===== config.mk =====
export PLATFORM = sky130hd
export DESIGN_NAME = debug_packet_receiver
export DESIGN_NICKNAME = d
export VERILOG_FILES = /design/src/rtl/drp_pkg.sv /design/src/rtl/debug_packet_receiver.sv /design/src/rtl/drp_ram.sv
export SDC_FILE = /design/constraint.sdc
export NUM_CORES = 1
export LEC_CHECK = 0
export ABC_CLOCK_PERIOD_IN_PS = 8010
export BUFFER_PORTS_ARGS = -buffer_cell sky130_fd_sc_hd__buf_2
export CAP_MARGIN = 15
export CORE_MARGIN = 2
export CORE_UTILIZATION = 35
export CTS_BUF_LIST = sky130_fd_sc_hd__clkbuf_4
export DETAILED_ROUTE_END_ITERATION = 6
export GPL_TIMING_DRIVEN = 0
export PLACE_DENSITY = 0.56
export SYNTH_ARGS = -nofsm -noshare
export SYNTH_HDL_FRONTEND = slang
export SYNTH_SLANG_ARGS = --single-unit
export TNS_END_PERCENT = 5

===== constraint.sdc =====
create_clock -name i_clk -period 8.01 [get_ports i_clk]
set_input_delay 0.801 -clock i_clk [delete_from_list [all_inputs] [get_ports i_clk]]
set_output_delay 0.801 -clock i_clk [all_outputs]
set_load 0.005 [all_outputs]

===== src/rtl/drp_pkg.sv =====
package drp_pkg;

    localparam int BUFFER_DEPTH = 64;
    localparam int ADDR_W       = $clog2(BUFFER_DEPTH);

    localparam logic [7:0] CH_START = 8'h24;
    localparam logic [7:0] CH_HASH  = 8'h23;

    localparam logic [ADDR_W-1:0] MAX_CNT = ADDR_W'(BUFFER_DEPTH - 1);

    localparam logic [2:0] PH_IDLE    = 3'd0;
    localparam logic [2:0] PH_PAYLOAD = 3'd1;
    localparam logic [2:0] PH_HIGH    = 3'd2;
    localparam logic [2:0] PH_LOW     = 3'd3;
    localparam logic [2:0] PH_READ    = 3'd4;

    typedef logic [ADDR_W-1:0] t_addr;

    function automatic logic [7:0] hex_value(input logic [7:0] c);
        logic [7:0] v;
        case (c) inside
            [8'h30:8'h39]: v = c - 8'h30;
            [8'h61:8'h66]: v = c - 8'h61 + 8'd10;
            [8'h41:8'h46]: v = c - 8'h41 + 8'd10;
            default:       v = 8'hff;
        endcase
        return v;
    endfunction

endpackage


===== src/rtl/debug_packet_receiver.sv =====
// one received byte accepted per cycle while a packet is being framed, unless stalled
// results are read from the store into the output register; empty packets skip the store
// unless stalled, readout streams one byte per cycle via the single read port of the store
// input is stalled during readout, and on the final check digit while a result still waits
// synchronous active-low reset clears control state; the payload store is not cleared
module debug_packet_receiver (
    input  logic       i_clk,
    input  logic       i_rst_n,
    input  logic       i_valid,
    output logic       o_stall,
    input  logic [7:0] i_rx_byte,
    output logic       o_valid,
    input  logic       i_stall,
    output logic [7:0] o_payload_byte,
    output logic       o_last_of_packet,
    output logic       o_empty_packet,
    output logic [5:0] o_packet_length
);

    logic [2:0]     r_phase, n_phase;
    logic [7:0]     r_sum, n_sum;
    logic [7:0]     r_check, n_check;
    drp_pkg::t_addr r_count, n_count;
    drp_pkg::t_addr r_issued, n_issued;
    drp_pkg::t_addr r_ld_idx, n_ld_idx;
    logic           r_rd_pend, n_rd_pend;

    logic       r_out_valid, n_out_valid;
    logic [7:0] r_out_byte, n_out_byte;
    logic       r_out_last, n_out_last;
    logic       r_out_empty, n_out_empty;
    logic [5:0] r_out_len, n_out_len;

    logic       in_acc;
    logic       out_take;
    logic       ld;
    logic       ld_last;
    logic       issue;
    logic       wr_en;
    logic [7:0] rd_data;
    logic [7:0] digit;
    logic [7:0] check_full;

    assign o_stall  = (r_phase == drp_pkg::PH_READ) ||
                      ((r_phase == drp_pkg::PH_LOW) && r_out_valid);
    assign in_acc   = i_valid && !o_stall;
    assign out_take = r_out_valid && !i_stall;

    assign ld      = r_rd_pend && (!r_out_valid || !i_stall);
    assign ld_last = (r_ld_idx == (r_count - drp_pkg::ADDR_W'(1)));
    assign issue   = (r_phase == drp_pkg::PH_READ) && (r_issued < r_count) &&
                     (!r_rd_pend || ld);

    assign wr_en = in_acc && (r_phase == drp_pkg::PH_PAYLOAD) &&
                   (i_rx_byte != drp_pkg::CH_HASH) && (r_count < drp_pkg::MAX_CNT);

    assign digit      = drp_pkg::hex_value(i_rx_byte);
    assign check_full = r_check + digit;

    drp_ram #(
        .WIDTH (8),
        .DEPTH (drp_pkg::BUFFER_DEPTH)
    ) u_store (
        .i_clk   (i_clk),
        .i_we    (wr_en),
        .i_waddr (r_count),
        .i_wdata (i_rx_byte),
        .i_re    (issue),
        .i_raddr (r_issued),
        .o_rdata (rd_data)
    );

    always_comb begin
        n_phase     = r_phase;
        n_sum       = r_sum;
        n_check     = r_check;
        n_count     = r_count;
        n_issued    = r_issued;
        n_ld_idx    = r_ld_idx;
        n_rd_pend   = r_rd_pend;
        n_out_valid = r_out_valid;
        n_out_byte  = r_out_byte;
        n_out_last  = r_out_last;
        n_out_empty = r_out_empty;
        n_out_len   = r_out_len;

        if (out_take) begin
            n_out_valid = 1'b0;
        end

        case (r_phase)
            drp_pkg::PH_IDLE: begin
                if (in_acc && (i_rx_byte == drp_pkg::CH_START)) begin
                    n_phase = drp_pkg::PH_PAYLOAD;
                    n_sum   = 8'd0;
                    n_check = 8'hff;
                    n_count = '0;
                end
            end
            drp_pkg::PH_PAYLOAD: begin
                if (in_acc) begin
                    if (i_rx_byte == drp_pkg::CH_HASH) begin
                        n_phase = drp_pkg::PH_HIGH;
                    end else if (r_count < drp_pkg::MAX_CNT) begin
                        n_sum   = r_sum + i_rx_byte;
                        n_count = r_count + drp_pkg::ADDR_W'(1);
                    end else begin
                        n_phase = drp_pkg::PH_IDLE;
                    end
                end
            end
            drp_pkg::PH_HIGH: begin
                if (in_acc) begin
                    n_check = {digit[3:0], 4'h0};
                    n_phase = drp_pkg::PH_LOW;
                end
            end
            drp_pkg::PH_LOW: begin
                if (in_acc) begin
                    n_check = check_full;
                    n_phase = drp_pkg::PH_IDLE;
                    if (check_full == r_sum) begin
                        if (r_count == '0) begin
                            n_out_valid = 1'b1;
                            n_out_byte  = 8'd0;
                            n_out_last  = 1'b1;
                            n_out_empty = 1'b1;
                            n_out_len   = 6'd0;
                        end else begin
                            n_phase   = drp_pkg::PH_READ;
                            n_issued  = '0;
                            n_ld_idx  = '0;
                            n_rd_pend = 1'b0;
                        end
                    end
                end
            end
            drp_pkg::PH_READ: begin
                if (issue) begin
                    n_issued  = r_issued + drp_pkg::ADDR_W'(1);
                    n_rd_pend = 1'b1;
                end else if (ld) begin
                    n_rd_pend = 1'b0;
                end
                if (ld) begin
                    n_out_valid = 1'b1;
                    n_out_byte  = rd_data;
                    n_out_last  = ld_last;
                    n_out_empty = 1'b0;
                    n_out_len   = 6'(r_count);
                    n_ld_idx    = r_ld_idx + drp_pkg::ADDR_W'(1);
                    if (ld_last) begin
                        n_phase = drp_pkg::PH_IDLE;
                    end
                end
            end
            default: begin
                n_phase = drp_pkg::PH_IDLE;
            end
        endcase
    end

    always_ff @(posedge i_clk) begin
        if (!i_rst_n) begin
            r_phase     <= drp_pkg::PH_IDLE;
            r_sum       <= 8'd0;
            r_check     <= 8'd0;
            r_count     <= '0;
            r_issued    <= '0;
            r_ld_idx    <= '0;
            r_rd_pend   <= 1'b0;
            r_out_valid <= 1'b0;
        end else begin
            r_phase     <= n_phase;
            r_sum       <= n_sum;
            r_check     <= n_check;
            r_count     <= n_count;
            r_issued    <= n_issued;
            r_ld_idx    <= n_ld_idx;
            r_rd_pend   <= n_rd_pend;
            r_out_valid <= n_out_valid;
        end
    end

    always_ff @(posedge i_clk) begin
        r_out_byte  <= n_out_byte;
        r_out_last  <= n_out_last;
        r_out_empty <= n_out_empty;
        r_out_len   <= n_out_len;
    end

    assign o_valid          = r_out_valid;
    assign o_payload_byte   = r_out_byte;
    assign o_last_of_packet = r_out_last;
    assign o_empty_packet   = r_out_empty;
    assign o_packet_length  = r_out_len;

    a_pend_only_in_read: assert property (@(posedge i_clk) disable iff (!i_rst_n)
        r_rd_pend |-> (r_phase == drp_pkg::PH_READ))
        else $error("read pending outside readout");

    a_result_slot_free: assert property (@(posedge i_clk) disable iff (!i_rst_n)
        (r_phase == drp_pkg::PH_LOW && in_acc) |-> !r_out_valid)
        else $error("final check digit taken while a result still waits");

    a_issue_bounded: assert property (@(posedge i_clk) disable iff (!i_rst_n)
        (r_phase == drp_pkg::PH_READ) |-> (r_issued <= r_count))
        else $error("more reads issued than bytes stored");

    a_last_ends_read: assert property (@(posedge i_clk) disable iff (!i_rst_n)
        (r_phase == drp_pkg::PH_READ && ld && ld_last) |=>
            (r_phase == drp_pkg::PH_IDLE && r_out_valid && r_out_last))
        else $error("readout did not close on the final byte");

endmodule


===== src/rtl/drp_ram.sv =====
module drp_ram #(
    parameter int WIDTH = 8,
    parameter int DEPTH = 64
) (
    input  logic                     i_clk,
    input  logic                     i_we,
    input  logic [$clog2(DEPTH)-1:0] i_waddr,
    input  logic [WIDTH-1:0]         i_wdata,
    input  logic                     i_re,
    input  logic [$clog2(DEPTH)-1:0] i_raddr,
    output logic [WIDTH-1:0]         o_rdata
);

    logic [WIDTH-1:0] r_mem [DEPTH];
    logic [WIDTH-1:0] r_rdata;

    always_ff @(posedge i_clk) begin
        if (i_we) begin
            r_mem[i_waddr] <= i_wdata;
        end
        if (i_re) begin
            r_rdata <= r_mem[i_raddr];
        end
    end

    assign o_rdata = r_rdata;

endmodule

==> results of run 1 <==
## power by group
part           switching, W  leakage [nW]  total, W  internal (W)
combinational     0.0000767          2.17  0.000103     0.0000260
clock               0.00116          1.10   0.00253       0.00137
sequential      0.000000194          5.09   0.00328       0.00328
total               0.00124          8.36   0.00591       0.00467
## layout make-up
| class | count | area share, % |
|---|---|---|
| antenna | 5 | 0.0462 |
| sequential | 575 | 62.4 |
| clock buffer | 212 | 5.88 |
| inverter | 18 | 0.250 |
| timing repair buffer | 39 | 1.23 |
| buffer | 61 | 0.883 |
| multi-input combinational | 608 | 24.3 |
| tap | 873 | 4.04 |
| clock inverter | 34 | 0.985 |
## logic make-up (layout without fill, tap and decap cells)
kind of cell	count (synthesis)	after routing	share of synthesized area, %
AND/OR/NAND/NOR	254	254	5.22
other	0	5	0
AO/OA/AOI/OAI	110	110	2.95
adder cells (fa/ha/maj)	34	34	1.85
multiplexers	175	175	16.3
flip-flops	575	575	71.0
buffers and inverters	79	364	1.29
XOR/XNOR	35	35	1.41
## worst max-delay path, delay by kind of cell
family / cells / cell delay (ns)
AOI/OAI and AO/OA: 7 / 2.30
xor gates and xnor gates: 1 / 0.18
adders and majority gates: 2 / 0.54
buffers and inverters: 4 / 1.31
and+or+nand+nor: 7 / 1.53
## metal layers
layer / up-vias / global-route usage [%] / wire, um / part of all wire [%]
met5: - / 0 / 27 / 0.047
met4: 4 / 6.13 / 877 / 1.5
met3: 64 / 4.38 / 3670 / 6.4
met2: 424 / 26.6 / 28000 / 49
met1: 6552 / 21.8 / 24400 / 43
li1: 5626 / - / - / -
## cells in the mapped netlist, drive strengths merged, types with 3 or more instances
cell	count	area [um^2]
dfxtp	39	781
mux4	168	3780
o21bai	5	37.5
buf	23	96.3
clkinv	3	11.3
nand3	28	140
and2	10	62.6
nand2b	3	18.8
nand3b	3	22.5
o21ai	27	139
nor3	11	66.3
a31oi	9	56.3
nor2b	6	37.5
inv	15	56.3
nor2	115	437
mux2i	7	82.6
and3	3	18.8
a211oi	6	45.0
or3	7	43.8
edfxtp	536	16100
a21boi	3	22.5
ha	32	400
a21o	7	52.6
nand4	9	71.3
xor2	14	123
a21oi	33	169
xnor2	19	166
clkbuf	38	143
and4	3	26.3
nand4b	3	26.3
nor3b	4	30.0
nand2	39	146
a311oi	3	26.3
## through the flow
step / power (W) / instance area [um^2] / util (%) / setup WS, ns
final: 0.00591 / 27100 / 40.3 / 1.91
after global routing: 0.00615 / 27100 / 40.3 / 1.48
after CTS: 0.00599 / 27000 / 40.2 / 2.04
after detailed placement: 0.00345 / 25200 / 37.5 / 1.00
after global placement: 0.00343 / 25000 / 37.2 / 0.408
after floorplan: 0.00337 / 23800 / - / 2.50
## worst min path at each step
stage	endpoint	slack [ns]	start
after floorplan	r_sum[3]	0.46	r_sum[3]
after global placement	r_ld_idx[5]	0.49	r_ld_idx[5]
after detailed placement	r_ld_idx[5]	0.50	r_ld_idx[5]
after CTS	r_check[3]	0.16	i_rst_n
after global routing	r_check[4]	0.25	i_rst_n
final	r_check[3]	0.27	i_rst_n
## sequential cells by signal (all words and copies together) (netlist names), 3 cells and up
signal	flops
r_count	6
r_sum	8
r_phase	3
u_store.r_mem	512
r_ld_idx	6
u_store.o_rdata	8
o_packet_length	6
o_payload_byte	8
r_issued	6
r_check	8
==> flow_summary.ini, run 1 <==
[timing]
rsz0062_at_grt = no
fmax_mhz = 164
finalClockSkew_ns = 0.0718
post-route-period-util_pct = 76.1
slew_violations = 0
hold_viol = 0
worstMarginPinSlew_ns = 1.08
setup_tns_ns = 0
period_needed_ns = 6.10
timing.slew.headroom_pct = 28.1
hold_ws_ns = 0.270
finalSetupViolations = 0

[power_and_ir_drop]
p_per_area_nw_per_um2 = 218
leakagePower_nw = 8.36
ir_worst_vdd_mv = 0.0917

[finish]
regArea_um2 = 16900
area_growth_pct = 13.9
multi_input_area_um2 = 6580
nets = 1500
fillerInstances = 6067
layout_commonest_cell = edfxtp_1
final_cells = 2425
drive_gt1_share_pct = 28.8
final_cell_mix = edfxtp_1 (536), clkbuf_4 (212), mux4_2 (168)

[floorplan]
dieArea_um2 = 70000
core_region_area_um2 = 67200
start_util_pct = 35.4
die_height_um = 265
io_pins = 30
die_w_um = 265
rows = 95

[global_route]
grt_pass1_vias = 13079
overflow = 0
grt_pass1_wl_mm = 83.8
grt_use_total_pct = 16.6
antenna_found_initial = 5
grt_start_max_net_pins = 49

[setup_path]
cp.required_ns = 8.65
end_kind = flip-flop
start_kind = input pin
reg2reg_depth = 6
worstPathCellList = buf_2 -> buf_12 -> inv_1 -> ha_1 -> or4b_1 -> o22ai_1 -> nor2_1 -> nor2b_1 -> nor2_1 -> a21oi_1 -> ha_1 -> a211oi_1 -> nor2_1 -> o21ai_0 -> a211oi_1 -> a2111o_1 -> nand4_4 -> xnor2_1 -> nand4_1 -> a21oi_1 -> buf_4
crit_type = in2reg
r2r_setup_slack_ns = 3.75
critPathMostFrequentCell = nor2_1
reg2reg_from = r_issued[0]
slowest_delay_ns = 0.62
crit_arrival_ns = 6.74
crit_fanout = 41
crit_end = o_empty_packet
r2r-end = u_store.o_rdata[3]
crit_slowest_cell = buf_2
cp-startpoint = i_rx_byte[1]

[route]
vias_per_cell = 5.22
drt_iter0_markers = 989
drtAntennaViolNets = 0
num_vias = 12670
wl_per_cell_um = 23.5
firstDrtPassIters = 7
drc_errors = 0
wl_mm = 56.9

[flow_run]
max_cap_violations = 0

[clock_tree]
ctsLongestPathBuffers = 3
clkLatencyLatePin_ns = 0.98
cts.htree.levels = 4
postCtsHoldBufs = 0
path_clk_slew_ns = 0.06
numCtsBuffers = 151
postCtsSetupRepairBufs = 0
cts.repair.resized = 0
tritoncts = yes
clock-sinks = 575
cts-root-buf = clkbuf_4

[synth]
yosys_most_used_dff = edfxtp_1
ys_seq_elements = 575
synthesis.area_um2 = 23800
yosysSeqAreaShare_pct = 71.0
avgSynthCellArea_um2 = 18.8
synth_nets = 1308
synth_cell_types = 67
async_flop_share_pct = 0
synth_edf_count = 536
syn_inst = 1262
yosysWarningCount = 0

[status]
status = complete, no violations

[placement]
port_buffers = 28
placed_cells = 2172
hpwl_mm = 37.2
routabilityCongestion = 0.785

[worst_hold_path]
min_path_cells = 3
hp-class = in2reg
(Power assumes the default switching activity.)
==> run 2, diff against run 1 <==
Settings changed: ABC_CLOCK_PERIOD_IN_PS 8010 to 5600, PLACE_DENSITY 0.56 to 0.58.
Clock period 8.01 ns to 5.6 ns, I/O delays scaled along.
==> run 2 against run 1 <==
Design area is 0.34% higher. First-iteration DRC count is 17% higher. Power is 44% higher. Critical path depth stayed put. Clock power is 45% higher. Critical path type unchanged. Largest cell class unchanged.
==> flow_summary.ini, run 2 (same netlist as run 1, synthesis figures left out) <==
[finish]
largest_reg_flops = 512
area_growth_pct = 14.3
fillerInstances = 6052
largest-register = u_store.r_mem
drive_gt1_share_pct = 28.9
layout_commonest_cell = edfxtp_1
final_cell_mix = edfxtp_1 (536), clkbuf_4 (218), mux4_2 (168)
nets = 1507
final_cell_area_um2 = 27200

[clock_tree]
clkLatencyLatePin_ns = 0.96
cts.htree.levels = 4
postCtsSetupRepairBufs = 0
ctsLongestPathBuffers = 3
cts-root-buf = clkbuf_4
numCtsBuffers = 153
path_clk_slew_ns = 0.06
tritoncts = yes
clock-sinks = 575

[setup_path]
end_kind = flip-flop
cp-startpoint = i_rx_byte[5]
reg2reg_depth = 6
crit_arrival_ns = 6.13
cp.required_ns = 6.46
start_kind = input pin
crit_fanout = 68
crit_end = r_ld_idx[5]
crit_type = in2reg
reg2reg_from = r_issued[0]
r2r-end = u_store.o_rdata[6]
r2r_setup_slack_ns = 1.33

[power_and_ir_drop]
intPower_w = 0.00672
power_switching_w = 0.00179
pwr-share-seq_pct = 55.1
pwr-share-comb_pct = 1.8
leakagePower_nw = 8.41
ir_worst_vdd_mv = 0.175
p_per_area_nw_per_um2 = 313
p_sw_share_pct = 21.0
pwr-share-clk_pct = 43.1

[floorplan]
core_region_area_um2 = 67200
dieArea_um2 = 70000
start_util_pct = 35.4
die_w_um = 265
die_height_um = 265
rows = 95
io_pins = 30

[placement]
hpwl_mm = 36.6
dpl_cell_area_um2 = 25100
pre_cts_slack_ns = -1.18
routabilityCongestion = 0.798
port_buffers = 28

[worst_hold_path]
min_path_cells = 1
hp-class = in2reg

[global_route]
grt_start_max_net_pins = 69
overflow = 0
grt_pass1_wl_mm = 84.0
grt_pass1_vias = 13266
antenna_found_initial = 2
grt_use_total_pct = 16.6

[status]
status = complete, no violations

[route]
drc_errors = 0
wl_per_cell_um = 23.2
num_vias = 12806
drt_iter0_markers = 1159
drtAntennaViolNets = 0
wl_mm = 56.6
firstDrtPassIters = 6
vias_per_cell = 5.25

[timing]
fmax_mhz = 190
setup_tns_ns = 0
worst_slack_ns = 0.335
worstMarginPinSlew_ns = 1.26
post-route-period-util_pct = 94.0
finalClockSkew_ns = 0.0500
slew_violations = 0
period_needed_ns = 5.26
rsz0062_at_grt = no
hold_viol = 0
finalSetupViolations = 0
timing.slew.headroom_pct = 15.9

[flow_run]
max_cap_violations = 0
-- run 2: cell type report --
class                   count  area, um^2  share of cell area (%)
well taps                 873        1090                    4.02
repair buffers             44         378                    1.39
multi-input cells         608        6590                    24.3
clock inverters            39         278                    1.02
inverters                  18        67.6                   0.249
clock buffers             216        1620                    5.97
plain buffers              61         239                   0.880
diodes                      4        10.0                  0.0369
flip-flops and latches    575       16900                    62.1
-- run 2: repair_timing --
item | CTS | global route
pin swaps | 0 | 0
hold buffers | 8 | 0
endpoints found under the hold margin | 17 | 0
endpoints found under the setup margin | 15 | 23
gates resized for setup | 2 | 6
-- run 2: worst min path at each step --
stage,startpoint,endpoint,slack (ns)
after floorplan,r_sum[3],r_sum[3],0.46
after global placement,r_ld_idx[5],r_ld_idx[5],0.49
after detailed placement,r_ld_idx[5],r_ld_idx[5],0.50
after CTS,i_rx_byte[6],u_store.r_mem[39][6],0.02
after global routing,i_rx_byte[6],u_store.r_mem[4][6],0.12
final,i_rx_byte[6],u_store.r_mem[23][6],0.15
-- run 2: stage by stage --
stage,instances,util [%],hold WS (ns),total power (W)
final,2438,40.4,0.152,0.00850
after global routing,2435,40.4,0.119,0.00884
after CTS,2434,40.4,0.0184,0.00861
after detailed placement,2171,37.4,0.496,0.00492
after global placement,2163,37.2,0.486,0.00491
after floorplan,1262,-,0.461,0.00483
-- run 2: critical path, stage by stage --
cell and delay [ns]:
buf_4 0.52, buf_2 0.32, inv_1 0.13, ha_1 0.21, a21boi_1 0.12, or4_4 0.55, nor2b_2 0.21, inv_1 0.11
o21ai_1 0.12, ha_1 0.26, fa_1 0.41, a21o_1 0.19, a21oi_1 0.26, xnor3_1 0.26, nor3_1 0.28, and3b_1 0.29
or3b_1 0.36, mux2i_1 0.23, nor2_2 0.14, or3_1 0.36, a21oi_1 0.14
-- run 2: power groups by stage --
stage	registers (W)	logic, W	clock network [W]
after floorplan	0.00478	0.0000468	0
after global placement	0.00478	0.000128	0
after detailed placement	0.00478	0.000146	0
after CTS	0.00469	0.000155	0.00377
after global routing	0.00468	0.000170	0.00398
final	0.00469	0.000153	0.00366
-- run 2: metal layers --
layer | track usage [%] | part of all wire [%] | vias to the layer above
met5 | 0 | 0.023 | -
met1 | 20.8 | 42 | 6605
met2 | 26.5 | 48 | 455
met4 | 8.06 | 3.2 | 2
met3 | 4.65 | 6.8 | 109
li1 | - | - | 5635
==> run 3, diff against run 2 <==
Settings changed: REMOVE_ABC_BUFFERS set to 1.
==> run 3 against run 2 <==
The flow now finishes with violations (design-rule violations). Via count shrank 2.7%. First-iteration DRC count fell by 15%. Non-clock buffer count is 49 lower. Global-route usage is 0.54 points lower. Cell count shrank 2.1%. Hold slack worse by 0.073 ns. Setup slack worse by 0.082 ns. Die area unchanged. Power is 0.73% lower. Sequential share of layout area about the same. Sequential power about the same. Routed wire length shrank 2.4%. Critical path type unchanged. Largest cell class unchanged.
==> flow_summary.ini, run 3 (same netlist as run 1, synthesis figures left out) <==
[status]
status = complete, but fails checks
failed_checks = design-rule violations

[timing]
post-route-period-util_pct = 95.5
hold_ws_ns = 0.0794
worstMarginPinSlew_ns = 0.991
timing.slew.headroom_pct = 33.7
period_needed_ns = 5.35
hold_viol = 0
setup_tns_ns = 0
fmax_mhz = 187
slew_violations = 0
finalSetupViolations = 0
rsz0062_at_grt = no
finalClockSkew_ns = 0.0499

[global_route]
grt_use_total_pct = 16.0
grt_pass1_vias = 12761
grt_start_max_net_pins = 60
overflow = 0
antenna_found_initial = 4
grt_pass1_wl_mm = 81.7

[finish]
area_growth_pct = 14.3
nets = 1454
largest_reg_flops = 512
final_cell_mix = edfxtp_1 (536), clkbuf_4 (212), mux4_2 (168)
drive_gt1_share_pct = 31.2
layout_commonest_cell = edfxtp_1
largest-register = u_store.r_mem

[route]
drc_errors = 5
wl_per_cell_um = 23.2
num_vias = 12455
vias_per_cell = 5.22
wl_mm = 55.3
firstDrtPassIters = 7
drtAntennaViolNets = 0
drt_iter0_markers = 980

[worst_hold_path]
min_path_cells = 1
hp-class = in2reg
hold_end = u_store.r_mem[15][1]
min-delay-start = i_rx_byte[1]

[setup_path]
reg2reg_depth = 6
reg2reg_from = r_phase[0]
crit_arrival_ns = 6.00
end_kind = flip-flop
cp.required_ns = 6.25
crit_fanout = 25
start_kind = input pin
r2r_setup_slack_ns = 1.50
r2r-end = u_store.r_mem[35][1]
crit_type = in2reg

[clock_tree]
ctsLongestPathBuffers = 3
cts.htree.levels = 4
clkLatencyLatePin_ns = 0.97
numCtsBuffers = 149
tritoncts = yes
cts-root-buf = clkbuf_4
clock-sinks = 575
path_clk_slew_ns = 0.07

[flow_run]
max_cap_violations = 0

[floorplan]
dieArea_um2 = 70000
rows = 95
start_util_pct = 35.4
core_region_area_um2 = 67200
die_w_um = 265
die_height_um = 265
io_pins = 30

[placement]
routabilityCongestion = 0.804
hpwl_mm = 34.0
port_buffers = 29

[power_and_ir_drop]
p_per_area_nw_per_um2 = 311
leakagePower_nw = 8.42
ir_worst_vdd_mv = 0.140
-- run 3: worst max-delay path, stage by stage --
cell and delay [ns]:
dlygate4sd3_1 0.53, clkbuf_4 0.22, buf_12 0.20, buf_16 0.20, clkinvlp_4 0.16, ha_1 0.23, a21boi_1 0.12, or4_4 0.55
nor2b_2 0.21, nor3_1 0.16, o21bai_1 0.13, ha_1 0.43, o21ai_0 0.13, nor2_1 0.20, o21ai_0 0.20, a211o_1 0.33
a2111o_1 0.43, nand4_4 0.15, xnor2_1 0.16, nand4_1 0.17, a21oi_2 0.26, buf_8 0.21
-- run 3: how the worst max path moves through the flow --
stage                             from                  to  cells past startpoint
after floorplan            r_issued[0]  u_store.o_rdata[0]                      3
after global placement     r_issued[0]  u_store.o_rdata[6]                      3
after detailed placement  i_rx_byte[1]         r_ld_idx[5]                     22
after CTS                 i_rx_byte[1]         r_ld_idx[3]                     22
after global routing      i_rx_byte[4]         r_ld_idx[3]                     23
final                     i_rx_byte[4]  o_packet_length[3]                     22
-- run 3: power by group --
| group | switching, W | internal, W |
|---|---|---|
| registers | 0.000000493 | 0.00468 |
| logic | 0.000112 | 0.0000432 |
| clock network | 0.00169 | 0.00192 |
| total | 0.00180 | 0.00664 |
-- run 3: stage by stage --
stage               total power, W  instances  worst slack [ns]  utilization (%)  cell area, um^2
finish                     0.00844       2386             0.254             40.4            27200
global route               0.00878       2385            0.0150             40.4            27200
CTS                        0.00854       2376            0.0805             40.3            27000
detailed placement         0.00493       2120            -0.992             37.4            25100
global placement           0.00491       2103             -4.35             36.9            24800
floorplan                  0.00482       1201             -1.62                -            23500
-- run 3: layout make-up --
class                           instances  area [um^2]
Antenna cell                            2         5.00
Multi-Input combinational cell        608         6610
Inverter                               18         71.3
Fill cell                            5941        40000
Clock buffer                          211         1580
Clock inverter                         43          290
Sequential cell                       575        16900
Timing Repair Buffer                   56          616
Tap cell                              873         1090
-- run 3: what timing repair did --
action / in CTS / in global routing
hold endpoints to repair: 12 / 0
endpoints found under the setup margin: 0 / 29
buffers inserted: 0 / 5
hold buffers: 2 / 0
gates resized for setup: 0 / 9
-- run 3: metal layers --
metal | routed length, um | share of wire, % | vias to the layer above | track usage (%)
li1 | - | - | 5527 | -
met1 | 24500 | 44 | 6478 | 21.7
met2 | 26700 | 48 | 377 | 25.4
met3 | 3150 | 5.7 | 73 | 4.03
met4 | 933 | 1.7 | 0 | 5.34
met5 | 0 | 0 | - | 0
